`src/hw/rtl/fwf_pkg.sv`:
```
`default_nettype none
// ============================================================================
// fwf_pkg
// Shared types and constants of the first-occurrence word filter.
// ============================================================================
package fwf_pkg;

    // Bit width of one word character
    localparam int CHAR_W = 8;

    // Depth of the character queue between front and back
    localparam int QUEUE_DEPTH = 4;
    localparam int QUEUE_PTR_W = 2;
    localparam int QUEUE_CNT_W = 3;

    // One classified character beat travelling from front to back
    typedef struct packed {
        logic [CHAR_W-1:0] character;
        logic              word_end;
        logic              keep;
    } q_entry_t;

    // Back-end sequencer states
    typedef enum logic [2:0] {
        ST_IDLE,
        ST_LEN_RD,
        ST_LEN_CHK,
        ST_CHR_RD,
        ST_CHR_CHK,
        ST_FULL,
        ST_CP_RD,
        ST_CP_WR
    } back_state_t;

endpackage : fwf_pkg
`default_nettype wire

```
`src/hw/rtl/fwf_front.sv`:
```
`default_nettype none
// ============================================================================
// fwf_front
// Input side: takes character beats, tracks word length, marks bytes past the
// word limit and drops those that carry nothing the back needs.
// ============================================================================
module fwf_front
    import fwf_pkg::*;
#(
    parameter int WORD_CHARS = 32
) (
    input  wire logic              clk,
    input  wire logic              rst_n,
    input  wire logic              push,
    output logic                   full,
    input  wire logic [CHAR_W-1:0] character,
    input  wire logic              word_end,
    output logic                   q_push,
    output q_entry_t               q_entry,
    input  wire logic              q_full
);

    localparam int LENW = $clog2(WORD_CHARS + 1);

    logic [LENW-1:0] len_reg;
    logic [LENW-1:0] len_next;
    logic            accept;
    logic            keep;

    assign full   = q_full;
    assign accept = push && !q_full;
    assign keep   = len_reg < LENW'(WORD_CHARS);

    // bytes past the limit matter only when they end the word
    assign q_push            = accept && (keep || word_end);
    assign q_entry.character = character;
    assign q_entry.word_end  = word_end;
    assign q_entry.keep      = keep;

    // length of the word in progress, as seen at the input
    always_comb
    begin
        len_next = len_reg;
        if (accept)
        begin
            if (word_end)
            begin
                len_next = '0;
            end
            else if (keep)
            begin
                len_next = len_reg + LENW'(1);
            end
        end
    end

    always_ff @(posedge clk or negedge rst_n)
    begin
        if (!rst_n)
        begin
            len_reg <= '0;
        end
        else
        begin
            len_reg <= len_next;
        end
    end

endmodule : fwf_front
`default_nettype wire

```
`config.mk`:
```
export PLATFORM = sky130hd
export DESIGN_NAME = fwf_front
export DESIGN_NICKNAME = d
export VERILOG_FILES = /design/src/hw/rtl/fwf_pkg.sv /design/src/hw/rtl/fwf_front.sv
export SDC_FILE = /design/constraint.sdc
export NUM_CORES = 1
export LEC_CHECK = 0
export ABC_AREA = 1
export ABC_CLOCK_PERIOD_IN_PS = 1100
export BUFFER_PORTS_ARGS = -buffer_cell sky130_fd_sc_hd__clkbuf_2
export CORE_AREA = 2 2 39 41
export DETAILED_ROUTE_END_ITERATION = 7
export DIE_AREA = 0 0 41 43
export GPL_TIMING_DRIVEN = 0
export HOLD_SLACK_MARGIN = 0.05
export SLEW_MARGIN = 10
export SYNTH_ARGS = -nofsm -noshare
export SYNTH_HDL_FRONTEND = slang
export SYNTH_SLANG_ARGS = --single-unit
```
`constraint.sdc`:
```
create_clock -name clk -period 1.1 [get_ports clk]
set_input_delay 0.11 -clock clk [delete_from_list [all_inputs] [get_ports clk]]
set_output_delay 0.11 -clock clk [all_outputs]
set_load 0.005 [all_outputs]
```
==> results.cfg <==
[status]
outcome = complete, no violations

[timing]
hold_slack_ns = 0.224
relSlewSlack_pct = 82.9
finalCritPeriodShare_pct = 94.8
fmax_ghz = 0.959
tns_ns = 0
skew_ns = 0.00427
grt_setup_unrepaired = no
hold_violations = 0
worstMarginPinSlew_ns = 0.256
period_minus_slack_ns = 1.04
finalSetupViolCount = 0
finalMaxSlewViolations = 0

[critical_path]
crit_buf_inv = 0
arrival_ns = 1.18
end_kind = flop
crit_family = flip-flops
cp.required_ns = 1.24
crit_type = reg -> reg
cpPeakStageDelay_ns = 0.38
cp_cell_sequence = ha_2 > or2_4 > nand3_2 > o21ai_2
slowest_stage = dfrtp_1
path_max_fanout = 4
startpoint_type = flop

[yosys]
syn_area_per_cell_um2 = 7.73
netlist_instances = 56
synth_area_leaders = dfrtp_1 (35%), buf_4 (19%), nand2_1 (12%)
synthAdderAreaFrac_pct = 2.89
netlist_area_um2 = 433
yosysTopAreaCell = dfrtp_1
synth_compound_area_share_pct = 4.34
ys_seq_area_share_pct = 34.7
synthSimpleGateAreaFrac_pct = 32.9
synth_seq_cells = 6
synth_top_family_by_area = simple AND/OR/NAND/NOR gates
synthMuxAreaShare_pct = 0
yosysMostFrequentCell = nand2_1
synth_xor_area_share_pct = 0
async_flop_share_pct = 100
syn-num-nets = 70
synth_edf_count = 0
synth-main-ff-cell = dfrtp_1
synthTopCellsByCount = nand2_1 (14), buf_4 (11), dfrtp_1 (6), inv_1 (4), nand4_1 (4)
synth_warnings = 0
synth_top_area_share_pct = 34.7
ys_types = 17

[drt]
drtAntennaViolNets = 0
vias_per_cell = 4.41
post_drt_wl_per_cell_um = 9.65
vias = 423
totalWireLength_um = 926
drc = 0
drt_iter0_markers = 4
drtPass1Iterations = 4

[layout]
largest_register_ffs = 6
syn2layout_area_growth_pct = 39.9
fin_util_pct = 43.8
stdcell_area_um2 = 606
antenna_cells = 0
nets = 96
drive_above_1_share_pct = 57.5

[place]
dp.final_hpwl_um = 710
io_buffers = 16
place_area_um2 = 543
gp_congestion = 0.764

[power_and_ir_drop]
p_total_uw = 667
seq_power_share_pct = 40.4
p_per_area_nw_per_um2 = 1100
leakage_nw = 0.339
switchingPower_uw = 191
peakVddDrop_mv = 0.318
intPower_uw = 476
p_clk_share_pct = 30.8
combPwrFrac_pct = 28.8
switching_share_pct = 28.6

[clocking]
cts_buffer_depth = 2
clk_pin_slew_worst_paths_ns = 0.05
cts_resized = 0
clockRootBuffer = clkbuf_4
cts_sinks = 6
cts_made_buffers = 3
cts_tree = yes
clock_latency_ns = 0.25
cts.htree.levels = 1

[floorplanning]
core-area_um2 = 1380
die_area_um2 = 1760
die_w_um = 41
rows = 14
ios = 25
die_h_um = 43
start_util_pct = 31.3

[job]
max_cap_violations = 0

[global_routing]
gr-total-overflow = 0
grt_pass1_wl_um = 1440
grt_start_max_net_pins = 8
grt_pass1_vias = 378
grt_usage_pct = 12.4
antenna_found_initial = 0

[hold_path]
hp-class = in -> reg
[worst register-to-register path: stages, from the launching register on]
cell	delay (ns)
dfrtp_1	0.38
ha_2	0.21
or2_4	0.23
nand3_2	0.06
o21ai_2	0.05
[per-layer routing]
layer  up-vias  part of all wire [%]  GRT usage [%]  routed length (um)
li1        217                     -              -                   -
met4         0                   1.5           10.0                  14
met1       184                    39           12.5                 363
met3         2                   7.1           3.14                  66
met5         -                     0              0                   0
met2        20                    52           20.0                 480
[layout by cell type (no fill, tap or decap), drive strengths merged]
| cell | instances |
|---|---|
| a21oi | 1 |
| o21ai | 2 |
| nand2 | 15 |
| nand3 | 4 |
| dfrtp | 6 |
| inv | 7 |
| ha | 1 |
| or2 | 1 |
| dlygate4sd3 | 1 |
| buf | 15 |
| clkbuf | 19 |
| nor2 | 4 |
| nand4 | 4 |
[power by group through the flow]
| stage | Clock (mW) | Sequential [mW] | Combinational (mW) |
|---|---|---|---|
| CTS | 0.218 | 0.269 | 0.194 |
| floorplan | 0 | 0.276 | 0.0993 |
| global route | 0.224 | 0.272 | 0.220 |
| global placement | 0 | 0.284 | 0.139 |
| detailed placement | 0 | 0.285 | 0.144 |
| finish | 0.206 | 0.269 | 0.192 |
[cell type report]
cell class | instances | area, um^2
Inverter | 7 | 26.3
Buffer | 11 | 82.6
Clock buffer | 3 | 22.5
Timing Repair Buffer | 21 | 120
Sequential cell | 6 | 150
Tap cell | 16 | 20.0
Multi-Input combinational cell | 32 | 184
Fill cell | 156 | 778
[cell families after synthesis]
family,count (synthesis)
buffers and inverters,18
flip-flops,6
adder cells (fa/ha/maj),1
AO/OA/AOI/OAI,3
AND/OR/NAND/NOR,28
[worst paths after layout]
check	slack (ns)	to	from	depth (start not counted)
max in group asynchronous	0.71	len_reg[0]$_DFFE_PN0P_	rst_n	2
max reg2reg	0.06	len_reg[2]$_DFFE_PN0P_	len_reg[1]$_DFFE_PN0P_	4
min	0.22	len_reg[5]$_DFFE_PN0P_	push	4
min in group asynchronous	0.23	len_reg[4]$_DFFE_PN0P_	rst_n	2
max	0.06	len_reg[2]$_DFFE_PN0P_	len_reg[1]$_DFFE_PN0P_	4
min reg2reg	0.53	len_reg[5]$_DFFE_PN0P_	len_reg[5]$_DFFE_PN0P_	2
[what timing repair did]
item	4_1_cts	5_1_grt
endpoints found under the hold margin	6	0
endpoints found under the setup margin	2	1
pin swaps	1	1
hold buffers	1	0
setup buffers	4	0
[per-stage QoR]
| step | setup slack, ns | cells |
|---|---|---|
| after floorplan | 0.0429 | 56 |
| after global placement | -0.00435 | 88 |
| after detailed placement | -0.0126 | 88 |
| after CTS | 0.0307 | 96 |
| after global routing | 0.00527 | 96 |
| final | 0.0573 | 96 |
Power figures use the tool's default switching activity.
