[src/hw/rtl/fwf_pkg.sv]
`default_nettype none
// ============================================================================
// fwf_pkg
// Shared types and constants of the first-occurrence word filter.
// ============================================================================
package fwf_pkg;

    // Bit width of one word character
    localparam int CHAR_W = 8;

    // Depth of the character queue between front and back
    localparam int QUEUE_DEPTH = 4;
    localparam int QUEUE_PTR_W = 2;
    localparam int QUEUE_CNT_W = 3;

    // One classified character beat travelling from front to back
    typedef struct packed {
        logic [CHAR_W-1:0] character;
        logic              word_end;
        logic              keep;
    } q_entry_t;

    // Back-end sequencer states
    typedef enum logic [2:0] {
        ST_IDLE,
        ST_LEN_RD,
        ST_LEN_CHK,
        ST_CHR_RD,
        ST_CHR_CHK,
        ST_FULL,
        ST_CP_RD,
        ST_CP_WR
    } back_state_t;

endpackage : fwf_pkg
`default_nettype wire

[src/hw/rtl/fwf_queue.sv]
`default_nettype none
// ============================================================================
// fwf_queue
// Short FIFO of classified character beats between front and back.
// ============================================================================
module fwf_queue
    import fwf_pkg::*;
(
    input  wire logic     clk,
    input  wire logic     rst_n,
    input  wire logic     push,
    input  wire q_entry_t wr_entry,
    output logic          full,
    output logic          valid,
    output q_entry_t      rd_entry,
    input  wire logic     pop
);

    q_entry_t                 slot_reg [QUEUE_DEPTH];
    logic [QUEUE_PTR_W-1:0]   wr_ptr_reg;
    logic [QUEUE_PTR_W-1:0]   wr_ptr_next;
    logic [QUEUE_PTR_W-1:0]   rd_ptr_reg;
    logic [QUEUE_PTR_W-1:0]   rd_ptr_next;
    logic [QUEUE_CNT_W-1:0]   cnt_reg;
    logic [QUEUE_CNT_W-1:0]   cnt_next;
    logic                     do_push;
    logic                     do_pop;

    assign full     = cnt_reg == QUEUE_CNT_W'(QUEUE_DEPTH);
    assign valid    = cnt_reg != '0;
    assign rd_entry = slot_reg[rd_ptr_reg];
    assign do_push  = push && !full;
    assign do_pop   = pop && valid;

    // pointer and fill update
    always_comb
    begin
        wr_ptr_next = do_push ? wr_ptr_reg + QUEUE_PTR_W'(1) : wr_ptr_reg;
        rd_ptr_next = do_pop  ? rd_ptr_reg + QUEUE_PTR_W'(1) : rd_ptr_reg;
        cnt_next    = cnt_reg;
        if (do_push && !do_pop)
        begin
            cnt_next = cnt_reg + QUEUE_CNT_W'(1);
        end
        else if (do_pop && !do_push)
        begin
            cnt_next = cnt_reg - QUEUE_CNT_W'(1);
        end
    end

    always_ff @(posedge clk or negedge rst_n)
    begin
        if (!rst_n)
        begin
            wr_ptr_reg <= '0;
            rd_ptr_reg <= '0;
            cnt_reg    <= '0;
        end
        else
        begin
            wr_ptr_reg <= wr_ptr_next;
            rd_ptr_reg <= rd_ptr_next;
            cnt_reg    <= cnt_next;
        end
    end

    // entry storage, no reset
    always_ff @(posedge clk)
    begin
        if (do_push)
        begin
            slot_reg[wr_ptr_reg] <= wr_entry;
        end
    end

endmodule : fwf_queue
`default_nettype wire

[config.mk]
export PLATFORM = sky130hd
export DESIGN_NAME = fwf_queue
export DESIGN_NICKNAME = d
export VERILOG_FILES = /design/src/hw/rtl/fwf_pkg.sv /design/src/hw/rtl/fwf_queue.sv
export SDC_FILE = /design/constraint.sdc
export NUM_CORES = 1
export LEC_CHECK = 0
export BUFFER_PORTS_ARGS = -buffer_cell sky130_fd_sc_hd__buf_2
export CAP_MARGIN = 5
export CORE_MARGIN = 2
export CORE_UTILIZATION = 25
export CTS_BUF_LIST = sky130_fd_sc_hd__clkbuf_8
export DETAILED_ROUTE_END_ITERATION = 12
export PLACE_DENSITY = 0.53
export SYNTH_ARGS = -nofsm -noshare
export SYNTH_HDL_FRONTEND = slang
export SYNTH_SLANG_ARGS = --single-unit
export TNS_END_PERCENT = 50
[constraint.sdc]
create_clock -name clk -period 2.45 [get_ports clk]
set_clock_uncertainty 0.1 [all_clocks]
set_input_delay 0.1225 -clock clk [delete_from_list [all_inputs] [get_ports clk]]
set_output_delay 0.1225 -clock clk [all_outputs]
set_load 0.01 [all_outputs]
==> results of run 1 <==
## final cells by class
type	instances	area [µm²]	area share, %
Inverter	3	11.3	0.483
Sequential cell	47	1380	59.0
Multi-Input combinational cell	34	468	20.1
Timing Repair Buffer	37	243	10.4
Clock inverter	3	40.0	1.72
Tap cell	99	124	5.31
Clock buffer	5	68.8	2.95
## worst max-delay path, delay by kind of cell (launching register included)
kind	cells	cell delay (ps)
fa+ha+maj	2	560
simple gates	3	650
xor+xnor	2	320
flops	1	460
buf+inv	1	60
## per-stage QoR
step	util, %	worst slack, ps	power, µW	hold slack [ps]
2_1_floorplan	-	329	1800	-273
3_3_place_gp	29.1	324	2020	-140
3_5_place_dp	29.1	250	2070	-134
4_1_cts	32.1	221	2630	21.9
5_1_grt	32.1	130	2740	30.0
6_report	32.1	248	2580	24.8
## cell usage after synthesis, types with 2 or more instances
| master | count |
|---|---|
| and2_2 | 4 |
| dfrtp_1 | 7 |
| edfxtp_1 | 40 |
| ha_1 | 5 |
| inv_1 | 3 |
| mux4_2 | 10 |
| xnor2_1 | 4 |
| xor2_1 | 2 |
## worst min-delay path by stage
stage | endpoint | depth (start not counted)
3_5_place_dp | rd_ptr_reg[0] | 1
3_3_place_gp | rd_ptr_reg[0] | 1
5_1_grt | rd_ptr_reg[0] | 3
6_report | rd_ptr_reg[1] | 3
2_1_floorplan | cnt_reg[0] | 0
4_1_cts | rd_ptr_reg[1] | 3
## power breakdown
part           leakage [µW]  internal, µW  switching [µW]
Combinational      0.000336           435             338
Clock             0.0000599           301             244
Sequential         0.000448          1080             183
## logic make-up after synthesis
logic type    Yosys count  share of synthesized area (%)
simple gates           10                           4.33
flops                  47                           73.2
xor+xnor                6                           2.80
mux                    12                           13.4
fa+ha+maj               6                           4.39
buf+inv                 6                           1.86
## cell usage in the layout (no fill, tap or decap)
cell type,n
and2_2,4
buf_2,25
buf_4,1
bufinv_16,1
clkbuf_8,5
dfrtp_1,7
dlygate4sd3_1,11
edfxtp_1,40
fa_1,1
ha_1,5
inv_1,4
inv_4,1
mux2_2,1
mux2_4,1
mux4_2,10
nand2_1,1
nand3_1,1
nor2_1,1
nor2b_2,1
nor3b_4,1
or3_4,1
xnor2_1,4
xor2_1,2
## per-layer routing
layer	global-route usage, %	share of wire (%)
met1	8.56	37
met2	15.5	56
met3	3.17	5.4
met4	3.46	1.0
met5	0	0
## repair_timing
action,in CTS,in global routing
endpoints found under the hold margin,47,0
resized for setup,0,0
hold buffers,11,0
==> impl_metrics.ini, run 1 <==
[status]
status = complete, no violations

[synth]
syn_area_um2 = 1880
synthFlopType = edfxtp_1
synthTopCellsByArea = edfxtp_1 (64%), mux4_2 (12%), dfrtp_1 (9.3%), ha_1 (3.3%), xnor2_1 (1.9%)
synth_edf_count = 40
syn_nets = 107
synth_cell_types = 20
synth_warnings = 0
synth_top_area_share_pct = 63.9
ys_ff_latch = 47
postSynthAreaPerCell_um2 = 21.6
ys_seq_area_share_pct = 73.2
syn_inst = 87
synthArstFlopShare_pct = 14.9
synth_area_leader_cell = edfxtp_1

[cells_and_area]
syn_to_final_growth_pct = 24.0
largest_register_ffs = 40
nets = 148
n_antenna_cell = 0
drive_above_1_share_pct = 40.3
fillers = 710
fin_cells = 228
final_area_um2 = 2330

[routing]
vias = 902
drtIter0Drc = 29
drc_errors = 0
ant_nets = 0
avgRoutedWirePerCell_um = 13.6
firstDrtPassIters = 4
avgViaCountPerCell = 3.96
routed_wl_um = 3110

[placement]
io_buffers = 25
dp_hpwl_um = 2150
dpl_cell_area_um2 = 2110
placed_cells = 209
globalplace.congestion = 0.624

[cts]
clkTransAtPathRegs_ps = 80
clock_latency_ps = 290
clockRootBuffer = clkbuf_8
clockBufferDepth = 2
cts_htree_levels = 2
post_cts_buffers = 0
tritoncts = built
cts_sinks = 47
numCtsBuffers = 5

[worst_setup_path]
rr_worst_depth = 8
critPathCaptureType = register
cpMostUsedCell = xor2_1
timing.reg2reg.setup_slack_ps = 250
cp_cell_sequence = or3_4 > nand2_1 > ha_1 > inv_1 > fa_1 > xor2_1 > nor2_1 > xor2_1
cp_data_arrival_time_ps = 2320
crit_path_start = cnt_reg[1]
worstReg2RegEnd = cnt_reg[2]
crit_type = reg2reg
critical_path.slowest_cell = dfrtp_1
reg2reg_from = cnt_reg[1]
worstPathRequired_ps = 2570
path_max_fanout = 4
cpPeakStageDelay_ps = 460
crit_path_start_kind = register
critPathCapture = cnt_reg[2]

[worst_hold_path]
worstHoldStart = pop
hold_class = in2reg

[timing]
finalHoldViolCount = 0
post-route-min-period_ps = 2200
fmax_mhz = 454
rsz0062_at_grt = no
finalSetupTns_ps = 0
finalSetupViolCount = 0
drv_slew = 0
relSlewSlack_pct = 50.4
worstMarginPinSlew_ps = 744
period_share_pct = 89.9

[job]
maxCapViolations = 0

[power_and_ir_drop]
peakVddDrop_mv = 0.330
p_per_area_nw_per_um2 = 1110
p_leak_uw = 0.000844

[floorplanning]
die_area_um2 = 8230
die_w_um = 90.7
die_h_um = 90.7
start_util_pct = 25.9
row_count = 31
core_um2 = 7250
io_pins = 26

[global_route]
antenna_found_initial = 0
grt_overflow_total = 0
grt_max_degree = 16
grt_pass1_wl_um = 5230
grt_pass1_vias = 1011
grt_use_total_pct = 8.46
Note: power is estimated with default switching activity, not from simulation.
==> run 2: changes to the inputs <==
--- a/config.mk
+++ b/config.mk
@@ -5,6 +5,7 @@
 export SDC_FILE = /design/constraint.sdc
 export NUM_CORES = 1
 export LEC_CHECK = 0
+export ABC_AREA = 1
 export BUFFER_PORTS_ARGS = -buffer_cell sky130_fd_sc_hd__buf_2
 export CAP_MARGIN = 5
 export CORE_MARGIN = 2
==> run 2 against run 1 <==
  * Via count increased by 45%
  * Utilization down 0.85 points
  * Clock-buffer cell count is 1 higher
  * Clock power shrank 15%
  * Critical path type unchanged
  * Largest cell class unchanged
==> impl_metrics.ini, run 2 <==
[cells_and_area]
fillers = 808
largest_register_ffs = 40
syn_to_final_growth_pct = 22.1
seq_area_um2 = 1380
nets = 242
multi_input_area_um2 = 513
final_common_cell = nand2_1
final_cell_mix = nand2_1 (48), edfxtp_1 (40), inv_1 (36), buf_2 (25), o211ai_1 (14)
n_antenna_cell = 0
drive_above_1_share_pct = 20.6

[timing]
rsz0062_at_grt = no
fmax_mhz = 500
finalSetupTns_ps = 0
drv_slew = 0
finalSetupViolCount = 0
period_share_pct = 81.6
worst_slack_ps = 451
relSlewSlack_pct = 54.0
post-route-min-period_ps = 2000
finalHoldViolCount = 0
worstMarginPinSlew_ps = 688

[placement]
dp_hpwl_um = 2510
post-place-ws_ps = 438
io_buffers = 25
globalplace.congestion = 0.733

[cts]
cts_sinks = 47
post_cts_buffers = 0
clkTransAtPathRegs_ps = 80
clockRootBuffer = clkbuf_8
clockBufferDepth = 2
clock_latency_ps = 290
tritoncts = built
cts_htree_levels = 2
cts_hold_buf = 12
cts-resized-gates = 0
numCtsBuffers = 5

[synth]
synth_cell_types = 17
synth_top_family_by_area = simple AND/OR/NAND/NOR gates
postSynthAreaPerCell_um2 = 11.8
synthMuxAreaShare_pct = 0
synth_edf_count = 40
synthTopCellsByArea = edfxtp_1 (58%), nand2_1 (8.6%), dfrtp_1 (8.4%), inv_1 (6.3%), o211ai_1 (5.0%)
synth_area_leader_cell = edfxtp_1
synthArstFlopShare_pct = 14.9
syn_inst = 177
syn_area_um2 = 2080
yosys.area_share.adder_pct = 3.96
synth_common_cells = nand2_1 (48), edfxtp_1 (40), inv_1 (35), o211ai_1 (14)
syn_nets = 197
synth_warnings = 0
synth_most_common_cell = nand2_1
synth_compound_area_share_pct = 8.88
synth-simple-area-share_pct = 11.3
ys_ff_latch = 47
ys_seq_area_share_pct = 66.0
synthFlopType = edfxtp_1
synth-xor-area-share_pct = 0.420
synth_top_area_share_pct = 57.6

[routing]
routed_wl_um = 3640
firstDrtPassIters = 4
ant_nets = 0
drtIter0Drc = 49
avgRoutedWirePerCell_um = 11.1
wl_met1_um = 1660
dr_wl_met2_um = 1790
drc_errors = 0
vias = 1304
top_layer_used = met4
avgViaCountPerCell = 3.98
wl_met3_um = 135

[floorplanning]
io_pins = 26
die_w_um = 95.3
row_count = 33
die_area_um2 = 9080
core_um2 = 8130
start_util_pct = 25.6
die_h_um = 95.3

[power_and_ir_drop]
p_seq_share_pct = 42.7
clkPwrFrac_pct = 17.2
p_leak_uw = 0.00112
switchingPower_uw = 993
p_per_area_nw_per_um2 = 1060
p_int_uw = 1690
p_comb_share_pct = 40.1
peakVddDrop_mv = 0.245
p_sw_share_pct = 37.0

[job]
maxCapViolations = 0

[global_route]
antenna_found_initial = 0
grt_use_total_pct = 9.04
grt_pass1_vias = 1246
grt_pass1_wl_um = 5980
grt_overflow_total = 0
grt_max_degree = 43

[worst_setup_path]
path_max_fanout = 7
crit_type = reg2reg
crit_path_start_kind = register
cp_data_arrival_time_ps = 2080
worstPathRequired_ps = 2530
critPathCaptureType = register

[worst_hold_path]
hold_class = in2reg

[status]
status = complete, no violations
==> run 2: cell count changes in the layout (fill, tap and decap cells not counted), moves of 6 or more <==
| cell | previous run | this run |
|---|---|---|
| mux4_2 | 10 | 0 |
| o211ai_2 | 0 | 6 |
| nand3_1 | 1 | 7 |
| nand2_1 | 1 | 48 |
| inv_1 | 4 | 36 |
| o211ai_1 | 0 | 14 |
| buf_4 | 1 | 7 |
==> run 2: cell families after synthesis <==
logic type	after synthesis
flops	47
xor+xnor	1
simple gates	60
compound gates	21
fa+ha+maj	6
buf+inv	42
==> run 2: power groups by stage <==
stage	Clock, µW	Sequential, µW	Combinational (µW)
final	461	1150	1080
after global routing	509	1170	1250
after CTS	476	1150	1110
after detailed placement	0	1170	1090
after global placement	0	1160	1070
after floorplan	0	1160	784
==> run 2: layout make-up <==
class / instances / area share [%]
clock buffers: 6 / 3.24
well taps: 105 / 5.16
repair buffers: 44 / 11.7
clock inverters: 2 / 0.344
flip-flops and latches: 47 / 54.1
inverters: 36 / 5.31
multi-input cells: 88 / 20.2
==> run 2: worst max-delay path: stages, from the launching register on <==
cell and delay, ps:
dfrtp_1 420, inv_1 90, nand3_1 140, nand2_1 210, inv_1 70, ha_1 210, inv_1 90, fa_1 410
nand2_1 80, o21ai_0 80
==> run 2: path summary, 6_finish.rpt <==
kind                       startpoint             to  slack [ps]  cells past startpoint
max                        cnt_reg[0]     cnt_reg[1]         450                      9
min                              push  wr_ptr_reg[0]          20                      3
max reg2reg                cnt_reg[0]     cnt_reg[1]         450                      9
min reg2reg                cnt_reg[2]     cnt_reg[2]         420                      2
max in group asynchronous       rst_n  wr_ptr_reg[0]        2000                      2
min in group asynchronous       rst_n  rd_ptr_reg[0]          80                      2
==> run 2: metrics by stage <==
step / instance area [µm²] / util (%) / power (µW) / hold slack [ps] / instances
finish: 2540 / 31.3 / 2690 / 16.9 / 328
global route: 2540 / 31.3 / 2930 / 40.9 / 328
CTS: 2540 / 31.3 / 2730 / 4.91 / 328
detailed placement: 2330 / 28.7 / 2250 / -132 / 308
global placement: 2330 / 28.7 / 2230 / -132 / 308
floorplan: 2080 / - / 1940 / -273 / 177
==> run 2: metal layers <==
layer / global-route usage (%) / vias to the layer above
met3: 2.61 / 5
met2: 15.7 / 18
met4: 3.62 / 0
met1: 10.4 / 607
met5: 0 / -
li1: - / 674
==> run 3: changes to the inputs <==
--- a/config.mk
+++ b/config.mk
@@ -12,7 +12,7 @@
 export CORE_UTILIZATION = 25
 export CTS_BUF_LIST = sky130_fd_sc_hd__clkbuf_8
 export DETAILED_ROUTE_END_ITERATION = 12
-export PLACE_DENSITY = 0.53
+export PLACE_DENSITY = 0.54
 export SYNTH_ARGS = -nofsm -noshare
 export SYNTH_HDL_FRONTEND = slang
 export SYNTH_SLANG_ARGS = --single-unit
==> constraint.sdc (replaced) <==
create_clock -name clk -period 1.65 [get_ports clk]
set_clock_uncertainty 0.1 [all_clocks]
set_input_delay 0.0825 -clock clk [delete_from_list [all_inputs] [get_ports clk]]
set_output_delay 0.0825 -clock clk [all_outputs]
set_load 0.01 [all_outputs]
==> run 3 against run 2 <==
  * Global-route usage is 0.16 points higher
  * Combinational power is 110% higher
  * Critical endpoint unchanged
  * Utilization is 4.0 points higher
  * Wire length is 16% higher
  * Final area is 13% higher
  * Critical path depth stayed put
  * Clock power is 82% higher
  * Die area stayed put
  * The flow now finishes with violations (negative setup slack)
  * Cell count is 7.0% higher
  * Largest power group is now combinational cells
==> impl_metrics.ini, run 3 (same netlist as run 2, synthesis figures left out) <==
[cts]
clockBufferDepth = 2
cts_htree_levels = 2
clkTransAtPathRegs_ps = 90
tritoncts = built
cts_sinks = 47
clockRootBuffer = clkbuf_8
numCtsBuffers = 5
clock_latency_ps = 300

[floorplanning]
die_area_um2 = 9080
row_count = 33
die_h_um = 95.3
core_um2 = 8130
start_util_pct = 25.6
io_pins = 26
die_w_um = 95.3

[global_route]
grt_use_met1_pct = 11.0
grt_max_degree = 43
antenna_found_initial = 0
grt_pass1_wl_um = 6330
grt_pass1_vias = 1314
busiest_layer = met2
grt_use_total_pct = 9.20
gr-usage-met3_pct = 2.45
grtUsageMet2_pct = 15.5
grt_overflow_total = 0

[routing]
vias = 1402
firstDrtPassIters = 4
routed_wl_um = 4220
drtIter0Drc = 71
ant_nets = 0
avgRoutedWirePerCell_um = 12.0
drc_errors = 0
avgViaCountPerCell = 3.99

[timing]
drv_slew = 0
finalHoldViolCount = 0
relSlewSlack_pct = 87.8
hold_ws_ps = 37.7
period_share_pct = 104
post-route-min-period_ps = 1710
worstMarginPinSlew_ps = 183
worst_slack_ps = -61.4
rsz0062_at_grt = yes
fmax_mhz = 584
finalSetupViolCount = 2

[power_and_ir_drop]
finalPower_uw = 4820
p_leak_uw = 0.00126
p_per_area_nw_per_um2 = 1680
peakVddDrop_mv = 0.393

[cells_and_area]
drive_above_1_share_pct = 34.1
n_antenna_cell = 0
final_cell_mix = nand2_1 (44), edfxtp_1 (40), inv_1 (30), buf_4 (25), buf_2 (24)
final_common_cell = nand2_1
nets = 265
syn_to_final_growth_pct = 37.5
largest_register_ffs = 40

[worst_setup_path]
crit_type = reg2reg
path_max_fanout = 3
cp_data_arrival_time_ps = 1800
worstPathRequired_ps = 1740
crit_path_start_kind = register
critPathCaptureType = register

[worst_hold_path]
hold_class = in2async

[placement]
dp_hpwl_um = 2630
io_buffers = 25
post-place-ws_ps = -48.8
globalplace.congestion = 0.749

[status]
status = finished with violations
violations = negative setup slack

[job]
maxCapViolations = 0
## run 3: area by class of cell
type	instances	area (µm²)
fill	796	5270
sequential	47	1380
multi-input combinational	88	582
timing repair buffer	67	531
inverter	36	135
tap	105	131
clock buffer	5	68.8
clock inverter	3	42.5
## run 3: stage by stage
| stage | util [%] | instances | area (µm²) | setup TNS (ps) |
|---|---|---|---|---|
| floorplan | - | 177 | 2140 | -72.3 |
| global placement | 30.5 | 319 | 2480 | -21.1 |
| detailed placement | 30.5 | 319 | 2480 | -74.5 |
| CTS | 34.0 | 345 | 2770 | -9.99 |
| global route | 35.2 | 351 | 2870 | -242 |
| finish | 35.2 | 351 | 2870 | -81.6 |
## run 3: worst paths after layout
| kind | cells past startpoint | to | from | slack, ps |
|---|---|---|---|---|
| max | 9 | cnt_reg[1] | cnt_reg[1] | -60 |
| min | 2 | cnt_reg[2] | rst_n | 40 |
| max reg2reg | 9 | cnt_reg[1] | cnt_reg[1] | -60 |
| min reg2reg | 2 | wr_ptr_reg[1] | wr_ptr_reg[1] | 450 |
| max in group asynchronous | 2 | rd_ptr_reg[1] | rst_n | 1240 |
| min in group clk | 2 | slot_reg[0][9] | wr_entry[9] | 430 |
## run 3: per-layer routing
metal | routed length (µm) | part of all wire (%)
met1 | 1860 | 44
met2 | 2110 | 50
met3 | 132 | 3.1
met4 | 116 | 2.7
met5 | 0 | 0
## run 3: power by group
group / internal [µW] / switching, µW / leakage, µW
combinational: 1040 / 1230 / 0.000751
clock: 452 / 388 / 0.0000562
sequential: 1590 / 114 / 0.000451
## run 3: worst max-delay path: stages (launching register included)
cell	delay, ps
dfrtp_1	410
inv_2	130
nand3_4	100
nand2_4	80
inv_2	40
ha_4	150
inv_2	60
fa_2	430
nand2_2	70
o21ai_2	50
## run 3: repair_timing
| action | in CTS | in global routing |
|---|---|---|
| pin swaps | 6 | 4 |
| gates resized for setup | 3 | 6 |
| hold endpoints to repair | 51 | 0 |
| buffers inserted | 5 | 4 |
| gates cloned | 0 | 2 |
| hold buffers | 13 | 0 |
| endpoints found under the setup margin | 2 | 17 |
